File: config.mk
export PLATFORM = sky130hd
export DESIGN_NAME = dual_frame_command_deframer
export DESIGN_NICKNAME = d
export VERILOG_FILES = /design/src/dfcd_pkg.sv /design/src/dual_frame_command_deframer.sv
export VERILOG_INCLUDE_DIRS = /design/src /design/src/src
export SDC_FILE = /design/constraint.sdc
export NUM_CORES = 1
export LEC_CHECK = 0
export BUFFER_PORTS_ARGS = -buffer_cell sky130_fd_sc_hd__buf_2
export CAP_MARGIN = 25
export CORE_AREA = 3 3 200 202
export CTS_CLUSTER_SIZE = 12
export DETAILED_ROUTE_END_ITERATION = 10
export DIE_AREA = 0 0 203 205
export SLEW_MARGIN = 20
export SYNTH_ARGS = -nofsm -noshare
export SYNTH_HDL_FRONTEND = slang
export SYNTH_SLANG_ARGS = --single-unit
File: constraint.sdc
create_clock -name clk -period 4 [get_ports clk]
set_input_delay 0.8 -clock clk [delete_from_list [all_inputs] [get_ports clk]]
set_output_delay 0.8 -clock clk [all_outputs]
set_load 0.03 [all_outputs]
File: src/dual_frame_command_deframer_defines.svh
// Assertion macros for the dual frame command deframer.
`ifndef DUAL_FRAME_COMMAND_DEFRAMER_DEFINES_SVH
`define DUAL_FRAME_COMMAND_DEFRAMER_DEFINES_SVH

// Same-cycle implication, checked on every rising clock edge outside reset.
`define DFCD_ASSERT_NOW(label, ante, cons) \
  label: assert property (@(posedge clk) disable iff (!rst_n) (ante) |-> (cons)) \
    else $error("deframer assertion failed");

// Next-cycle implication, checked on every rising clock edge outside reset.
`define DFCD_ASSERT_NEXT(label, ante, cons) \
  label: assert property (@(posedge clk) disable iff (!rst_n) (ante) |=> (cons)) \
    else $error("deframer assertion failed");

`endif

File: src/dfcd_pkg.sv
// Package with the types and constants of the dual frame command deframer.
package dfcd_pkg;

  // Result kinds
  localparam logic [1:0] KIND_ECHO = 2'd0;
  localparam logic [1:0] KIND_BIN  = 2'd1;
  localparam logic [1:0] KIND_TEXT = 2'd2;

  // Framing characters
  localparam logic [7:0] CHAR_S    = 8'h53;
  localparam logic [7:0] CHAR_M    = 8'h4D;
  localparam logic [7:0] CHAR_LM   = 8'h6D;
  localparam logic [7:0] CHAR_SP   = 8'h20;
  localparam logic [7:0] CHAR_CR   = 8'h0D;
  localparam logic [7:0] CHAR_DEL  = 8'h7F;
  localparam logic [7:0] CHAR_ZERO = 8'h30;

  // Frame lengths and text-frame field positions
  localparam logic [3:0] BIN_LEN     = 4'd5;
  localparam logic [3:0] TEXT_LEN    = 4'd11;
  localparam logic [3:0] TPOS_CMD    = 4'd1;
  localparam logic [3:0] TPOS_SPACE  = 4'd2;
  localparam logic [3:0] TPOS_DIGEND = 4'd8;
  localparam logic [3:0] TPOS_CR     = 4'd9;

  // Result queue; depth must be a power of two and at least 2
  localparam int unsigned QDEPTH = 4;
  localparam int unsigned QPTR_W = $clog2(QDEPTH);
  localparam int unsigned CNT_W  = $clog2(QDEPTH + 1);

  typedef logic [QPTR_W-1:0] qptr_t;
  typedef logic [CNT_W-1:0]  cnt_t;

  typedef struct packed {
    logic [1:0]  kind;
    logic [7:0]  cmd_code;
    logic [27:0] argument;
    logic [7:0]  echo_byte;
    logic        last;
  } res_t;

endpackage

File: src/dual_frame_command_deframer.sv
// Dual frame command deframer: frame recognizer and result queue.
//
// Usage:
//   Input channel (in_valid / in_stall / in_data_byte) takes one received byte
//   per item. Binary frames (head byte with bit 7 set plus four 7-bit bytes)
//   and text frames ("S", M or m, space, six digits, CR, 0x7F) are recognized.
//   Result channel (out_valid / out_stall / out_*) carries one result per item:
//   a head byte echo, a binary command or a text command. A byte causes zero,
//   one or two results; out_last marks the final one of a byte.
//   A result is written into the queue when its byte is taken and is shown on
//   the output once the older results have left. Throughput: one byte per cycle
//   while in_stall is low. Frame state is updated by combinational compare and
//   shift logic; results wait in a four-entry queue. in_stall rises when the
//   queue has fewer than two free entries, so a stalled receiver backs up into the input; nothing is dropped.
//   Reset (synchronous, rst_n low) returns to idle and empties the queue.
module dual_frame_command_deframer (
  input  logic        clk,
  input  logic        rst_n,
  input  logic        in_valid,
  output logic        in_stall,
  input  logic [7:0]  in_data_byte,
  output logic        out_valid,
  input  logic        out_stall,
  output logic [1:0]  out_kind,
  output logic [7:0]  out_cmd_code,
  output logic [27:0] out_argument,
  output logic [7:0]  out_echo_byte,
  output logic        out_last
);

`include "dual_frame_command_deframer_defines.svh"

  typedef enum logic [1:0] {
    MODE_IDLE = 2'd0,
    MODE_BIN  = 2'd1,
    MODE_TEXT = 2'd2
  } mode_t;

  // Frame state
  mode_t       mode_r, mode_nxt;
  logic [3:0]  pos_r, pos_nxt;
  logic [7:0]  head_r, head_nxt;
  logic [27:0] acc_r, acc_nxt;

  // Result queue
  dfcd_pkg::res_t fifo_r [dfcd_pkg::QDEPTH];
  dfcd_pkg::qptr_t wr_ptr_r, wr_ptr_nxt;
  dfcd_pkg::qptr_t rd_ptr_r, rd_ptr_nxt;
  dfcd_pkg::cnt_t  count_r, count_nxt;

  dfcd_pkg::res_t res0, res1;
  logic [1:0]  n_res;
  logic        redo;
  logic        bad;
  logic [3:0]  pos_inc;
  logic [7:0]  dig;
  logic [7:0]  b;
  logic        in_fire;
  logic        out_fire;

  function automatic dfcd_pkg::res_t make_echo(input logic [7:0] hb, input logic lst);
    dfcd_pkg::res_t r;
    r           = '0;
    r.kind      = dfcd_pkg::KIND_ECHO;
    r.echo_byte = hb;
    r.last      = lst;
    return r;
  endfunction

  assign b        = in_data_byte;
  assign in_stall = (count_r > dfcd_pkg::cnt_t'(dfcd_pkg::QDEPTH - 2));
  assign in_fire  = in_valid && !in_stall;
  assign out_valid = (count_r != '0);
  assign out_fire = out_valid && !out_stall;

  // Next frame state and the results caused by the current byte.
  always_comb begin
    mode_nxt = mode_r;
    pos_nxt  = pos_r;
    head_nxt = head_r;
    acc_nxt  = acc_r;
    res0     = '0;
    res1     = '0;
    n_res    = 2'd0;
    redo     = 1'b0;
    bad      = 1'b0;
    pos_inc  = pos_r + 4'd1;
    dig      = b - dfcd_pkg::CHAR_ZERO;

    unique case (mode_r)
      MODE_BIN: begin
        if (!b[7] && pos_r >= 4'd1 && pos_r < dfcd_pkg::BIN_LEN) begin
          acc_nxt = {acc_r[20:0], b[6:0]};
          pos_nxt = pos_inc;
          if (pos_inc == dfcd_pkg::BIN_LEN) begin
            res0.kind     = dfcd_pkg::KIND_BIN;
            res0.cmd_code = {4'h0, head_r[3:0]};
            res0.argument = acc_nxt;
            res0.last     = 1'b1;
            n_res         = 2'd1;
            mode_nxt      = MODE_IDLE;
            pos_nxt       = 4'd0;
          end
        end else if (b[7]) begin
          // head interrupts a binary frame: echo now, then restart as a head
          res0  = make_echo(b, 1'b0);
          n_res = 2'd1;
          redo  = 1'b1;
        end else begin
          redo = 1'b1;
        end
      end
      MODE_TEXT: begin
        priority if (pos_r < dfcd_pkg::TPOS_CMD || pos_r >= dfcd_pkg::TEXT_LEN) begin
          bad = 1'b1;
        end else if (pos_r == dfcd_pkg::TPOS_CMD) begin
          if (b != dfcd_pkg::CHAR_M && b != dfcd_pkg::CHAR_LM) begin
            bad = 1'b1;
          end else begin
            head_nxt = b;
          end
        end else if (pos_r == dfcd_pkg::TPOS_SPACE) begin
          bad = (b != dfcd_pkg::CHAR_SP);
        end else if (pos_r <= dfcd_pkg::TPOS_DIGEND) begin
          acc_nxt = {acc_r[23:0], dig[3:0]};
        end else if (pos_r == dfcd_pkg::TPOS_CR) begin
          bad = (b != dfcd_pkg::CHAR_CR);
        end else begin
          bad = (b != dfcd_pkg::CHAR_DEL);
        end

        if (bad) begin
          redo = 1'b1;
        end else begin
          pos_nxt = pos_inc;
          if (pos_inc == dfcd_pkg::TEXT_LEN) begin
            res0.kind     = dfcd_pkg::KIND_TEXT;
            res0.cmd_code = head_nxt;
            res0.argument = {4'h0, acc_nxt[23:0]};
            res0.last     = 1'b1;
            n_res         = 2'd1;
            mode_nxt      = MODE_IDLE;
            pos_nxt       = 4'd0;
          end
        end
      end
      default: begin
        redo = 1'b1;
      end
    endcase

    // Examine the byte from idle: start a binary or text frame, or drop it.
    if (redo) begin
      mode_nxt = MODE_IDLE;
      pos_nxt  = 4'd0;
      if (b[7]) begin
        mode_nxt = MODE_BIN;
        pos_nxt  = 4'd1;
        head_nxt = b;
        acc_nxt  = '0;
        if (n_res == 2'd0) begin
          res0 = make_echo(b, 1'b1);
        end else begin
          res1 = make_echo(b, 1'b1);
        end
        n_res = n_res + 2'd1;
      end else if (b == dfcd_pkg::CHAR_S) begin
        mode_nxt = MODE_TEXT;
        pos_nxt  = 4'd1;
        head_nxt = '0;
        acc_nxt  = '0;
      end
    end
  end

  // Queue pointers and fill count.
  always_comb begin
    wr_ptr_nxt = wr_ptr_r;
    rd_ptr_nxt = rd_ptr_r;
    count_nxt  = count_r;
    if (in_fire) begin
      wr_ptr_nxt = wr_ptr_r + dfcd_pkg::QPTR_W'(n_res);
      count_nxt  = count_nxt + dfcd_pkg::CNT_W'(n_res);
    end
    if (out_fire) begin
      rd_ptr_nxt = rd_ptr_r + dfcd_pkg::qptr_t'(1);
      count_nxt  = count_nxt - dfcd_pkg::cnt_t'(1);
    end
  end

  always_ff @(posedge clk) begin
    if (!rst_n) begin
      mode_r   <= MODE_IDLE;
      pos_r    <= 4'd0;
      head_r   <= 8'd0;
      acc_r    <= 28'd0;
      wr_ptr_r <= '0;
      rd_ptr_r <= '0;
      count_r  <= '0;
    end else begin
      if (in_fire) begin
        mode_r <= mode_nxt;
        pos_r  <= pos_nxt;
        head_r <= head_nxt;
        acc_r  <= acc_nxt;
      end
      wr_ptr_r <= wr_ptr_nxt;
      rd_ptr_r <= rd_ptr_nxt;
      count_r  <= count_nxt;
    end
  end

  // Queue storage; no reset needed, the fill count guards it.
  always_ff @(posedge clk) begin
    if (in_fire && n_res != 2'd0) begin
      fifo_r[wr_ptr_r] <= res0;
    end
    if (in_fire && n_res == 2'd2) begin
      fifo_r[wr_ptr_r + dfcd_pkg::qptr_t'(1)] <= res1;
    end
  end

  assign out_kind      = fifo_r[rd_ptr_r].kind;
  assign out_cmd_code  = fifo_r[rd_ptr_r].cmd_code;
  assign out_argument  = fifo_r[rd_ptr_r].argument;
  assign out_echo_byte = fifo_r[rd_ptr_r].echo_byte;
  assign out_last      = fifo_r[rd_ptr_r].last;

  // Checks
  `DFCD_ASSERT_NOW(a_count_bound, 1'b1, count_r <= dfcd_pkg::cnt_t'(dfcd_pkg::QDEPTH))
  `DFCD_ASSERT_NOW(a_idle_pos, mode_r == MODE_IDLE, pos_r == 4'd0)
  `DFCD_ASSERT_NOW(a_bin_pos, mode_r == MODE_BIN,
                   pos_r >= 4'd1 && pos_r < dfcd_pkg::BIN_LEN)
  `DFCD_ASSERT_NOW(a_text_pos, mode_r == MODE_TEXT,
                   pos_r >= 4'd1 && pos_r < dfcd_pkg::TEXT_LEN)
  `DFCD_ASSERT_NOW(a_nonlast_echo, out_valid && !out_last,
                   out_kind == dfcd_pkg::KIND_ECHO)
  `DFCD_ASSERT_NEXT(a_double_push,
                    in_fire && b[7] && mode_r == MODE_BIN && !out_fire,
                    count_r == $past(count_r) + dfcd_pkg::cnt_t'(2))

endmodule

; After elaboration in Yosys (flattened, before gate mapping)
; Memory sizes are Yosys's and may differ from the RTL's. A register that Yosys moved wholly into a read port is not among the register bits.
; Index checks and enable logic that the tools add are counted.
[word_totals]
ff_bits = 49
ram_bits = 188
output_inout_bits = 49
wordCells = 134
mem_count = 1
[classes]
addsub = 8
order_cmp = 6
eq_ne = 18
muxes = 77
n_reduce_logical = 17
[memory_table]
columns = memory, words, word_bits, read_ports, rd_clocked_by_memory_dff, wr, line_no
row1 = fifo_r, 4, 47, 1, 1, 2, dual_frame_command_deframer.sv:46  ; dfcd_pkg::res_t fifo_r [dfcd_pkg::QDEPTH];
[ops]
columns = operator, count
row1 = $mux W28, 8
row2 = $mux W47, 3
row3 = $mux W38, 3
row4 = $pmux W38 S2, 1
row5 = $mux W8, 9
row6 = $pmux W28 S2, 1
row7 = $mux W37, 1
row8 = $mux W9, 4
row9 = $mux W2, 13
row10 = $ne A8 B7 Y1 const B, 3
row11 = $mux W1, 22
row12 = $mux W4, 5
row13 = $ne A3 B3 Y1 const B, 4
row14 = $eq A4 B4 Y1 const B, 2
row15 = $eq A8 B7 Y1 const B, 1
row16 = $ne A8 B4 Y1 const B, 1
row17 = $ne A8 B6 Y1 const B, 1
row18 = $pmux W2 S2, 2
row19 = $pmux W4 S2, 1
row20 = $logic_and A1 B1 Y1, 7
row21 = $add A2 B1 Y2 const B, 3
row22 = $mux W3, 2
row23 = $reduce_and A6 Y1, 1
row24 = $reduce_bool A3 Y1, 2
row25 = 22 further kinds, 26

; Longest topological paths before layout
; Gate-level depths: netlist of the first run.
[logic_depth]
word_depth = 16
depth_mapped = 21
mapped_depth_nobuf = 20

; Worst setup path before layout of the first run
; OpenSTA, ideal clock, no wires.
[synth_timing]
path_type = input -> register
start = input in_data_byte[7]
end = register count_r[2]
setup_time_ns = 0.115
t_arrival_ns = 3.984
setup_slack_ns = -0.099
cell_stages = 20
path_buffers = 2
path_cell_list = buf_2 > and4b_1 > and3_1 > o21a_1 > or2_1 > buf_6 > a21oi_1 > a21oi_1 > ha_1 > nor2_1 > nor2_1 > ha_1 > inv_1 > fa_1 > nor2_1 > a21oi_1 > ha_1 > nand2_1 > xor2_1 > and2_1
[synth_via]
elab_chain_len = 16
word_cells_on_any_way = 30
classes_between = 3 x add/sub / 5 x eq/ne / 18 x mux / 4 x reduce/logical
[synth_rtl]
columns = element, line_no
row1 = start: declaration, dual_frame_command_deframer.sv:21  ; input logic [7:0] in_data_byte,
row2 = $ne A8 B7 Y1 / $ne A8 B4 Y1 (equally long branches), "dual_frame_command_deframer.sv:129, dual_frame_command_deframer.sv:127"
row3 = $mux W1, dual_frame_command_deframer.sv:126  ; end else if (pos_r == dfcd_pkg::TPOS_CR) begin
row4 = $mux W1, dual_frame_command_deframer.sv:124  ; end else if (pos_r <= dfcd_pkg::TPOS_DIGEND) begin
row5 = $mux W1, dual_frame_command_deframer.sv:122  ; end else if (pos_r == dfcd_pkg::TPOS_SPACE) begin
row6 = $mux W1, dual_frame_command_deframer.sv:116  ; end else if (pos_r == dfcd_pkg::TPOS_CMD) begin
row7 = $mux W1, dual_frame_command_deframer.sv:114  ; priority if (pos_r < dfcd_pkg::TPOS_CMD || pos_r >= dfcd_pkg::TEXT_LEN) begin
row8 = $mux W1, dual_frame_command_deframer.sv:90  ; unique case (mode_r)
row9 = $mux W2, dual_frame_command_deframer.sv:132  ; if (bad) begin
row10 = $pmux W2 S2, dual_frame_command_deframer.sv:90
row11 = $add A2 B1 Y2, dual_frame_command_deframer.sv:166  ; n_res = n_res + 2'd1;
row12 = $mux W2, dual_frame_command_deframer.sv:156  ; if (b[7]) begin
row13 = $mux W2 (*), dual_frame_command_deframer.sv:153  ; if (redo) begin
row14 = $add A3 B2 Y3 (*), dual_frame_command_deframer.sv:183  ; count_nxt = count_nxt + dfcd_pkg::CNT_W'(n_res);
row15 = $mux W3 (*), dual_frame_command_deframer.sv:181  ; if (in_fire) begin
row16 = $sub A3 B1 Y3, dual_frame_command_deframer.sv:187  ; count_nxt = count_nxt - dfcd_pkg::cnt_t'(1);
row17 = $mux W3 (*), dual_frame_command_deframer.sv:185  ; if (out_fire) begin
row18 = end signal: assignment, dual_frame_command_deframer.sv:209  ; count_r <= count_nxt;
row19 = end: declaration, dual_frame_command_deframer.sv:49  ; dfcd_pkg::cnt_t count_r, count_nxt;
; Mark *: on every way between the ends. The rest lies on a longest branch, timed or not. The select of a mux whose other input is x is not followed.
; A chain may end at the register's enable or synchronous reset.

; Worst setup path in the final report of the first run
[layout_timing]
start = register pos_r[1]
end = register count_r[2]
[layout_via]
elab_chain_len = 16
word_cells_on_any_way = 35
classes_between = 4 x add/sub / 5 x order compare / 5 x eq/ne / 18 x mux / 3 x reduce/logical
[layout_rtl]
columns = element, line_no
row1 = start: declaration, dual_frame_command_deframer.sv:41  ; logic [3:0] pos_r, pos_nxt;
row2 = start signal: assignment, dual_frame_command_deframer.sv:203  ; pos_r <= pos_nxt;
row3 = branches (longest 11 deep; another with $le A4 B4 Y1), --
row4 = $mux W2 (*), dual_frame_command_deframer.sv:153
row5 = $add A3 B2 Y3 (*), dual_frame_command_deframer.sv:183
row6 = $mux W3 (*), dual_frame_command_deframer.sv:181
row7 = $sub A3 B1 Y3, dual_frame_command_deframer.sv:187
row8 = $mux W3 (*), dual_frame_command_deframer.sv:185
; Mark *: on every way between the ends. The select of a mux whose other input is x is not followed.

==> flow_summary.yaml, run 1 <==
drt:
  ant_nets: 0
  drc: 0
  wirelength_um: 35000
  vias_per_cell: 5.48
  drtIter0Drc: 737
  vias: 9729
  firstDrtPassIters: 6
  avgRoutedWirePerCell_um: 19.7
finish:
  fin_util_pct: 34.8
  drive_gt1_share_pct: 20.5
  area_delta_synth_final_pct: 17.3
  antenna_cells: 0
  layout.nets: 1267
timing:
  setup_violations: 0
  slew_headroom_pct: 44.3
  rsz0062_at_grt: "no"
  min_period_over_period_pct: 93.4
  skew_ps: 18.1
  tightest_slew_ps: 833
  fmax_ghz: 0.268
  min_period_ps: 3740
  final_max_slew_viol_count: 0
  finalHoldViolCount: 0
  whs_ps: 457
floorplanning:
  core_region_area_um2: 38500
  dieArea_um2: 41600
  die_h_um: 205
  num_rows: 72
  num_io_pins: 61
  start_util_pct: 29.7
  dieWidth_um: 203
synth:
  avgSynthCellArea_um2: 9.48
  syn_area_um2: 11400
  synth-seq-cells: 235
  syn_inst: 1206
  syn_nets: 1231
  synth_seq_area_share_pct: 44.3
  synthFlopType: "dfxtp_1"
  yosysTopAreaCell: "dfxtp_1"
  synth_edf_count: 36
  yosysUniqueCellTypes: 67
  async_flop_share_pct: 0
  synth_top_area_share_pct: 34.9
  yosys_warnings: 0
  synthTopCellsByArea: "dfxtp_1 (35%), edfxtp_1 (9.5%), mux4_2 (9.3%), a21oi_1 (8.5%), a211oi_1 (6.1%)"
placement:
  gp_congestion: 0.826
  io_buffers: 60
  dp_hpwl_um: 22100
clock_tree:
  cts_tree: "done"
  clock-sinks: 235
  post_cts_buffers: 0
  clock_latency_ps: 540
  numCtsBuffers: 26
  hold_buffers: 0
  htreeDepth: 1
  cts_resized: 0
  clk_pin_slew_ps: 60
  cts-root-buf: "clkbuf_16"
  clockBufferDepth: 3
power_and_ir_drop:
  leakage_nw: 4.51
  finalPower_mw: 8.48
  power_density_nw_per_um2: 633
  vdd_drop_max_mv: 0.314
hold_path:
  min_path_type: "flop to flop"
setup_path:
  cp-end-kind: "flop"
  crit_family: "adder cells"
  cp_num_buf_inv: 2
  cpPeakStageDelay_ps: 470
  worstPathArrival_ps: 4150
  worstSetupStartpointType: "flop"
  critPathSlowestCell: "fa_1"
  crit_required_ps: 4420
  critical_path_peak_fanout: 7
  crit_type: "flop to flop"
  path_cells: "inv_1 -> ha_2 -> nor3_1 -> or2_1 -> a41o_4 -> or2_1 -> a21oi_2 -> a21oi_1 -> ha_1 -> nor2_1 -> nor2_1 -> ha_2 -> inv_2 -> fa_1 -> nor2_1 -> a21oi_2 -> ha_2 -> nand2_1 -> xor2_1 -> and2_1"
grt:
  track_usage_pct: 16.4
  grt_pass1_vias: 9622
  grt_max_degree: 81
  grt_pass1_wl_um: 55300
  antenna_found_initial: 0
  overflow: 0
outcome:
  status: "finished clean"
job:
  drv_cap: 0
-- logic make-up (layout without fill, tap and decap cells) --
kind of cell,Yosys count,count (layout),share of synthesized area [%]
buffers and inverters,135,187,5.57
adders and majority gates,13,13,1.49
DFF,235,235,44.3
and+or+nand+nor,287,287,13.0
muxes,52,52,9.70
xor gates and xnor gates,4,4,0.307
AOI/OAI and AO/OA,480,480,25.6
-- synthesized netlist by cell type (3+ instances only) --
cell	instances
and2_1	14
a221oi_1	4
a21boi_0	7
a22oi_1	24
a211oi_1	93
o31ai_1	4
a32o_1	4
a22o_1	4
ha_1	12
buf_1	4
nor3_1	8
nand4_1	11
a21oi_1	195
o21ai_2	3
o21ai_0	114
mux2i_1	5
nor2b_1	35
nand2_1	71
o21ai_1	3
or3_1	4
edfxtp_1	36
buf_6	10
a211oi_2	6
buf_2	38
clkbuf_1	69
mux4_2	47
nor2_4	3
or2_2	3
and3_1	9
nor2_1	29
inv_1	11
dfxtp_1	199
nand3_1	81
-- cell type report --
type | instances | area, um2
clock buffer | 39 | 774
clock inverter | 5 | 68.8
fill | 3879 | 25100
sequential | 235 | 5070
tap | 518 | 648
inverter | 12 | 45.0
multi-input combinational | 836 | 5800
timing repair buffer | 131 | 996
-- cells in the final DEF, fill, tap and decap left out, drive strengths merged, types with 4 or more instances in the layout --
| master | n |
|---|---|
| o21ai | 120 |
| a221oi | 4 |
| a32o | 4 |
| mux4 | 47 |
| nand2 | 71 |
| mux2i | 5 |
| nor3 | 8 |
| or3 | 4 |
| buf | 131 |
| nor2 | 32 |
| a22o | 4 |
| a21boi | 7 |
| a21oi | 195 |
| or2 | 6 |
| and2 | 14 |
| dfxtp | 199 |
| ha | 12 |
| inv | 11 |
| and3 | 9 |
| a22oi | 24 |
| edfxtp | 36 |
| nand4 | 11 |
| o31ai | 5 |
| clkbuf | 39 |
| nand3 | 81 |
| a211oi | 100 |
| nor2b | 35 |
| clkinv | 5 |
-- sequential cells by signal, indices dropped and copies added (netlist names), named ones only --
signal    cells
acc_r        24
mode_r        2
pos_r         4
count_r       3
fifo_r      188
rd_ptr_r      2
wr_ptr_r      2
head_r        8
-- layer usage --
metal,up-vias,global-route usage (%),wire (um)
met2,296,29.0,17300
met4,0,4.26,726
met5,-,0,0
met3,47,2.16,1970
li1,4607,-,-
met1,4779,21.3,14900
-- worst register-to-register path: stages (launching register included) --
cell and delay, ps:
dfxtp_2 350, inv_1 110, ha_2 240, nor3_1 90, or2_1 230, a41o_4 220
or2_1 240, a21oi_2 120, a21oi_1 70, ha_1 310, nor2_1 40, nor2_1 160
ha_2 200, inv_2 30, fa_1 470, nor2_1 50, a21oi_2 160, ha_2 180
nand2_1 50, xor2_1 160, and2_1 150
-- stage by stage --
stage                     cell area (um2)  TNS, ps  instances  setup slack, ps
after CTS                           13400        0       1776             61.8
after global placement              12500     -238       1732             -165
after detailed placement            12500     -287       1732             -178
after global routing                13400        0       1776             42.8
after floorplan                     11400    -78.8       1206            -66.9
final                               13400        0       1776              263
-- where the power goes --
part	internal [mW]	total (mW)	switching [mW]	leakage, nW
clock network	1.40	2.36	0.965	0.415
registers	2.90	3.18	0.284	2.01
logic	1.16	2.94	1.78	2.08
total	5.46	8.48	3.03	4.51
-- path summary, 6_finish.rpt --
kind / startpoint / endpoint / slack (ps) / depth (start not counted)
max: pos_r[1]$_SDFFE_PN0P_ / count_r[2]$_SDFF_PN0_ / 260 / 20
min: acc_r[23]$_SDFFE_PN0P_ / acc_r[23]$_SDFFE_PN0P_ / 460 / 2
max reg2reg: pos_r[1]$_SDFFE_PN0P_ / count_r[2]$_SDFF_PN0_ / 260 / 20
min reg2reg: acc_r[23]$_SDFFE_PN0P_ / acc_r[23]$_SDFFE_PN0P_ / 460 / 2
No activity file was read; power rests on OpenSTA's default activity.
==> inputs of run 2 (changes only) <==
CAP_MARGIN = 20   (was 25)
clock period = 4.5 ns   (was 4 ns; I/O delays follow)
==> run 2 against run 1 <==
Register-to-register slack better by 210 ps. Non-clock buffer count is 25 lower. Clock skew decreased by 6.2 ps. Clock power fell by 14%. Setup slack improved by 210 ps. Global-route usage grew 0.13 points. Critical path type unchanged. Largest cell class unchanged. Largest power group unchanged.
==> flow_summary.yaml, run 2 (synthesis results as in run 1) <==
finish:
  largest_reg_flops: 188
  layout_common_cells: "dfxtp_1 (197), a21oi_1 (191), o21ai_0 (114)"
  top_register: "fifo_r"
  drive_gt1_share_pct: 17.7
  final-seq-area_um2: 5070
  final_common_cell: "dfxtp_1"
  fin_area_um2: 13100
  largestRegisters: "fifo_r x188, acc_r x24, head_r x8"
  area_delta_synth_final_pct: 14.2
  layout.nets: 1242
  multi_input_area_um2: 5780
  n_fill_cell: 3938
  antenna_cells: 0
power_and_ir_drop:
  p_seq_share_pct: 38.6
  leakage_nw: 4.34
  vdd_drop_max_mv: 0.249
  clkPwrFrac_pct: 27.4
  power.switching_mw: 2.67
  switching_share_pct: 36.1
  power_density_nw_per_um2: 566
  cellInternalPower_mw: 4.72
  power_frac_comb_pct: 34.0
setup_path:
  crit_cells: 20
  critPathSlowestCell: "fa_1"
  cpPeakStageDelay_ps: 500
  worstSetupStartpointType: "flop"
  worstPathArrival_ps: 4460
  reg2reg_depth: 20
  cp_num_buf_inv: 2
  crit_required_ps: 4930
  crit_family: "adder cells"
  crit_type: "flop to flop"
  critical_path_peak_fanout: 6
  timing.critical_path.mode_cell: "ha_1"
  cp-end-kind: "flop"
  path_cells: "inv_1 -> ha_1 -> nor3_1 -> or2_1 -> a41o_4 -> or2_1 -> a21oi_1 -> a21oi_1 -> ha_1 -> nor2_1 -> nor2_1 -> ha_1 -> inv_1 -> fa_1 -> nor2_1 -> a21oi_1 -> ha_1 -> nand2_1 -> xor2_1 -> and2_1"
drt:
  wirelength_um: 34900
  vias: 9701
  firstDrtPassIters: 6
  avgRoutedWirePerCell_um: 19.9
  drtIter0Drc: 910
  drc: 0
  ant_nets: 0
  vias_per_cell: 5.53
timing:
  fmax_ghz: 0.248
  setup_tns_ps: 0
  min_period_over_period_pct: 89.5
  setup_violations: 0
  final_max_slew_viol_count: 0
  skew_ps: 11.9
  slew_headroom_pct: 34.6
  tightest_slew_ps: 981
  finalHoldViolCount: 0
  rsz0062_at_grt: "no"
  min_period_ps: 4030
floorplanning:
  num_io_pins: 61
  num_rows: 72
  start_util_pct: 29.7
  dieWidth_um: 203
  core_region_area_um2: 38500
  die_h_um: 205
  dieArea_um2: 41600
clock_tree:
  post_cts_buffers: 0
  clock_latency_ps: 540
  htreeDepth: 1
  hold_buffers: 0
  clockBufferDepth: 3
  cts_resized: 0
  numCtsBuffers: 26
  clk_pin_slew_ps: 60
  clock-sinks: 235
  cts-root-buf: "clkbuf_16"
  cts_tree: "done"
grt:
  grt_max_degree: 81
  overflow: 0
  grt_pass1_vias: 9597
  track_usage_pct: 16.6
  antenna_found_initial: 0
  grt_pass1_wl_um: 55500
placement:
  placed_area_um2: 12200
  gp_congestion: 0.877
  io_buffers: 60
  dp_hpwl_um: 21800
outcome:
  status: "finished clean"
job:
  drv_cap: 0
hold_path:
  whs_path_depth: 2
  min_path_type: "flop to flop"
## run 2: metal layers
layer  GRT usage, %  part of all wire [%]  vias up  wire length, um
met5              0                     0        -                0
met4           5.94                   2.8        0              971
met3           1.89                   5.5       58             1930
met2           27.4                    48      318            16700
met1           22.5                    44     4777            15300
li1               -                     -     4548                -
## run 2: worst paths after layout
path,from,slack [ps],to
setup / recovery,pos_r[0]$_SDFFE_PN0P_,470,count_r[2]$_SDFF_PN0_
hold / removal,acc_r[22]$_SDFFE_PN0P_,460,acc_r[22]$_SDFFE_PN0P_
setup reg to reg,pos_r[0]$_SDFFE_PN0P_,470,count_r[2]$_SDFF_PN0_
hold reg to reg,acc_r[22]$_SDFFE_PN0P_,460,acc_r[22]$_SDFFE_PN0P_
## run 2: per-stage QoR
stage | setup slack, ps | instances | util [%] | total power [mW] | hold slack, ps
CTS | 470 | 1753 | 33.9 | 7.46 | 460
global route | 203 | 1753 | 33.9 | 7.80 | 480
detailed placement | 110 | 1707 | 31.8 | 5.42 | 445
global placement | 131 | 1707 | 31.8 | 5.38 | 434
finish | 472 | 1753 | 33.9 | 7.39 | 456
floorplan | 301 | 1206 | - | 4.69 | 425
## run 2: worst min-delay path, cell delays in order (launching register included)
cell	delay (ps)
dfxtp_1	330
nand2_1	40
o21ai_0	50
## run 2: final cells by class
| type | instances | share of cell area, % |
|---|---|---|
| Multi-Input combinational cell | 836 | 44.3 |
| Sequential cell | 235 | 38.8 |
| Clock buffer | 38 | 5.56 |
| Timing Repair Buffer | 106 | 5.42 |
| Tap cell | 518 | 4.96 |
| Clock inverter | 8 | 0.613 |
| Inverter | 12 | 0.345 |
## run 2: power groups by stage
| stage | sequential [mW] | clock, mW | combinational (mW) |
|---|---|---|---|
| detailed placement | 2.89 | 0 | 2.53 |
| finish | 2.85 | 2.03 | 2.51 |
| CTS | 2.85 | 2.07 | 2.54 |
| global route | 2.91 | 2.16 | 2.73 |
| floorplan | 2.76 | 0 | 1.93 |
| global placement | 2.87 | 0 | 2.50 |
==> inputs of run 3 (changes only) <==
RECOVER_POWER = 50   (was default)
==> run 3 against run 2 <==
The flow now finishes with violations (max-capacitance violations, max-slew violations). Flip-flop and latch count unchanged. Utilization down 0.36 points. Critical endpoint is now out_echo_byte[5]. Routed wire length about the same. Power down 0.76%. Setup slack worse by 61 ps. Critical path type is now flop to output port. Cell count unchanged. Sequential share of layout area up 0.40 points. Clock power about the same. Register-to-register slack about the same. Via count up 0.25%. Highest routed layer unchanged.
==> flow_summary.yaml, run 3 (synthesis results as in run 1) <==
floorplanning:
  core_region_area_um2: 38500
  dieArea_um2: 41600
  start_util_pct: 29.7
  num_io_pins: 61
  dieWidth_um: 203
  die_h_um: 205
  num_rows: 72
timing:
  rsz0062_at_grt: "no"
  final_max_slew_viol_count: 71
  slew_headroom_pct: -21.6
  skew_ps: 12.1
  whs_ps: 455
  tightest_slew_ps: 1820
  setup_slack_ps: 411
  setup_tns_ps: 0
  min_period_ps: 4090
  min_period_over_period_pct: 90.9
  setup_violations: 0
  fmax_ghz: 0.245
  finalHoldViolCount: 0
finish:
  drive_gt1_share_pct: 14.6
  final_common_cell: "dfxtp_1"
  largestRegisters: "fifo_r x188, acc_r x24, head_r x8"
  area_delta_synth_final_pct: 13.0
  top_register: "fifo_r"
  layout_common_cells: "dfxtp_1 (198), a21oi_1 (191), o21ai_0 (114)"
  multi_input_area_um2: 5760
  n_fill_cell: 3952
  largest_reg_flops: 188
  antenna_cells: 0
  fin_util_pct: 33.6
  layout.nets: 1242
  final-seq-area_um2: 5070
setup_path:
  critical_path_peak_fanout: 25
  r2r-start: "pos_r[0]$_SDFFE_PN0P_"
  cp-end-kind: "output port"
  worstPathArrival_ps: 3190
  crit_required_ps: 3600
  worstSetupStartpointType: "flop"
  crit_type: "flop to output port"
drt:
  wirelength_um: 34900
  drtIter0Drc: 792
  vias_per_cell: 5.55
  drc: 0
  vias: 9725
  firstDrtPassIters: 5
  avgRoutedWirePerCell_um: 19.9
  ant_nets: 0
outcome:
  status: "finished with violations"
  violations: "max-capacitance violations, max-slew violations"
job:
  drv_cap: 2
clock_tree:
  numCtsBuffers: 26
  clock_latency_ps: 540
  cts_tree: "done"
  clk_pin_slew_ps: 60
  clockBufferDepth: 3
  post_cts_buffers: 0
  clock-sinks: 235
  cts-root-buf: "clkbuf_16"
  htreeDepth: 1
  cts_resized: 0
  hold_buffers: 0
grt:
  grt_max_degree: 81
  overflow: 0
  antenna_found_initial: 0
  grt_pass1_wl_um: 55500
  grt_pass1_vias: 9597
  track_usage_pct: 16.6
hold_path:
  min_path_type: "flop to flop"
  holdCritStartpoint: "acc_r[22]$_SDFFE_PN0P_"
placement:
  io_buffers: 60
  gp_congestion: 0.877
  dp_hpwl_um: 21800
  place_ws_ps: 110
power_and_ir_drop:
  finalPower_mw: 7.34
  vdd_drop_max_mv: 0.249
  leakage_nw: 4.19
  power_density_nw_per_um2: 568
run 3: worst paths after layout:
path	end	slack [ps]	depth (start not counted)
worst min register to register	acc_r[22]$_SDFFE_PN0P_	460	2
worst min-delay path	acc_r[22]$_SDFFE_PN0P_	460	2
worst max register to register	fifo_r[2][28]$_SDFFE_PP0P_	460	13
worst max-delay path	out_echo_byte[5]	410	3
run 3: power by group:
| group | switching [mW] | internal (mW) |
|---|---|---|
| Sequential | 0.279 | 2.57 |
| Clock | 0.853 | 1.17 |
| Combinational | 1.54 | 0.912 |
run 3: worst max-delay path: stages (launching register included):
cell,delay [ps]
dfxtp_1,1540
clkbuf_2,490
mux4_2,400
clkbuf_2,220
run 3: area by class of cell:
class	instances	area share (%)
sequential	235	39.2
multi-input combinational	836	44.6
inverter	12	0.349
tap	518	5.02
clock buffer	38	5.62
clock inverter	8	0.620
timing repair buffer	106	4.62
run 3: stage by stage:
step	instances	area, um2
6_report	1753	12900
4_1_cts	1753	13100
2_1_floorplan	1206	11400
3_5_place_dp	1707	12200
5_1_grt	1753	12900
3_3_place_gp	1707	12200
run 3: metal layers:
metal,GRT usage (%),part of all wire (%),up-vias
li1,-,-,4549
met1,22.5,44,4785
met2,27.4,48,333
met3,1.89,5.4,58
met4,5.94,2.8,0
met5,0,0,-
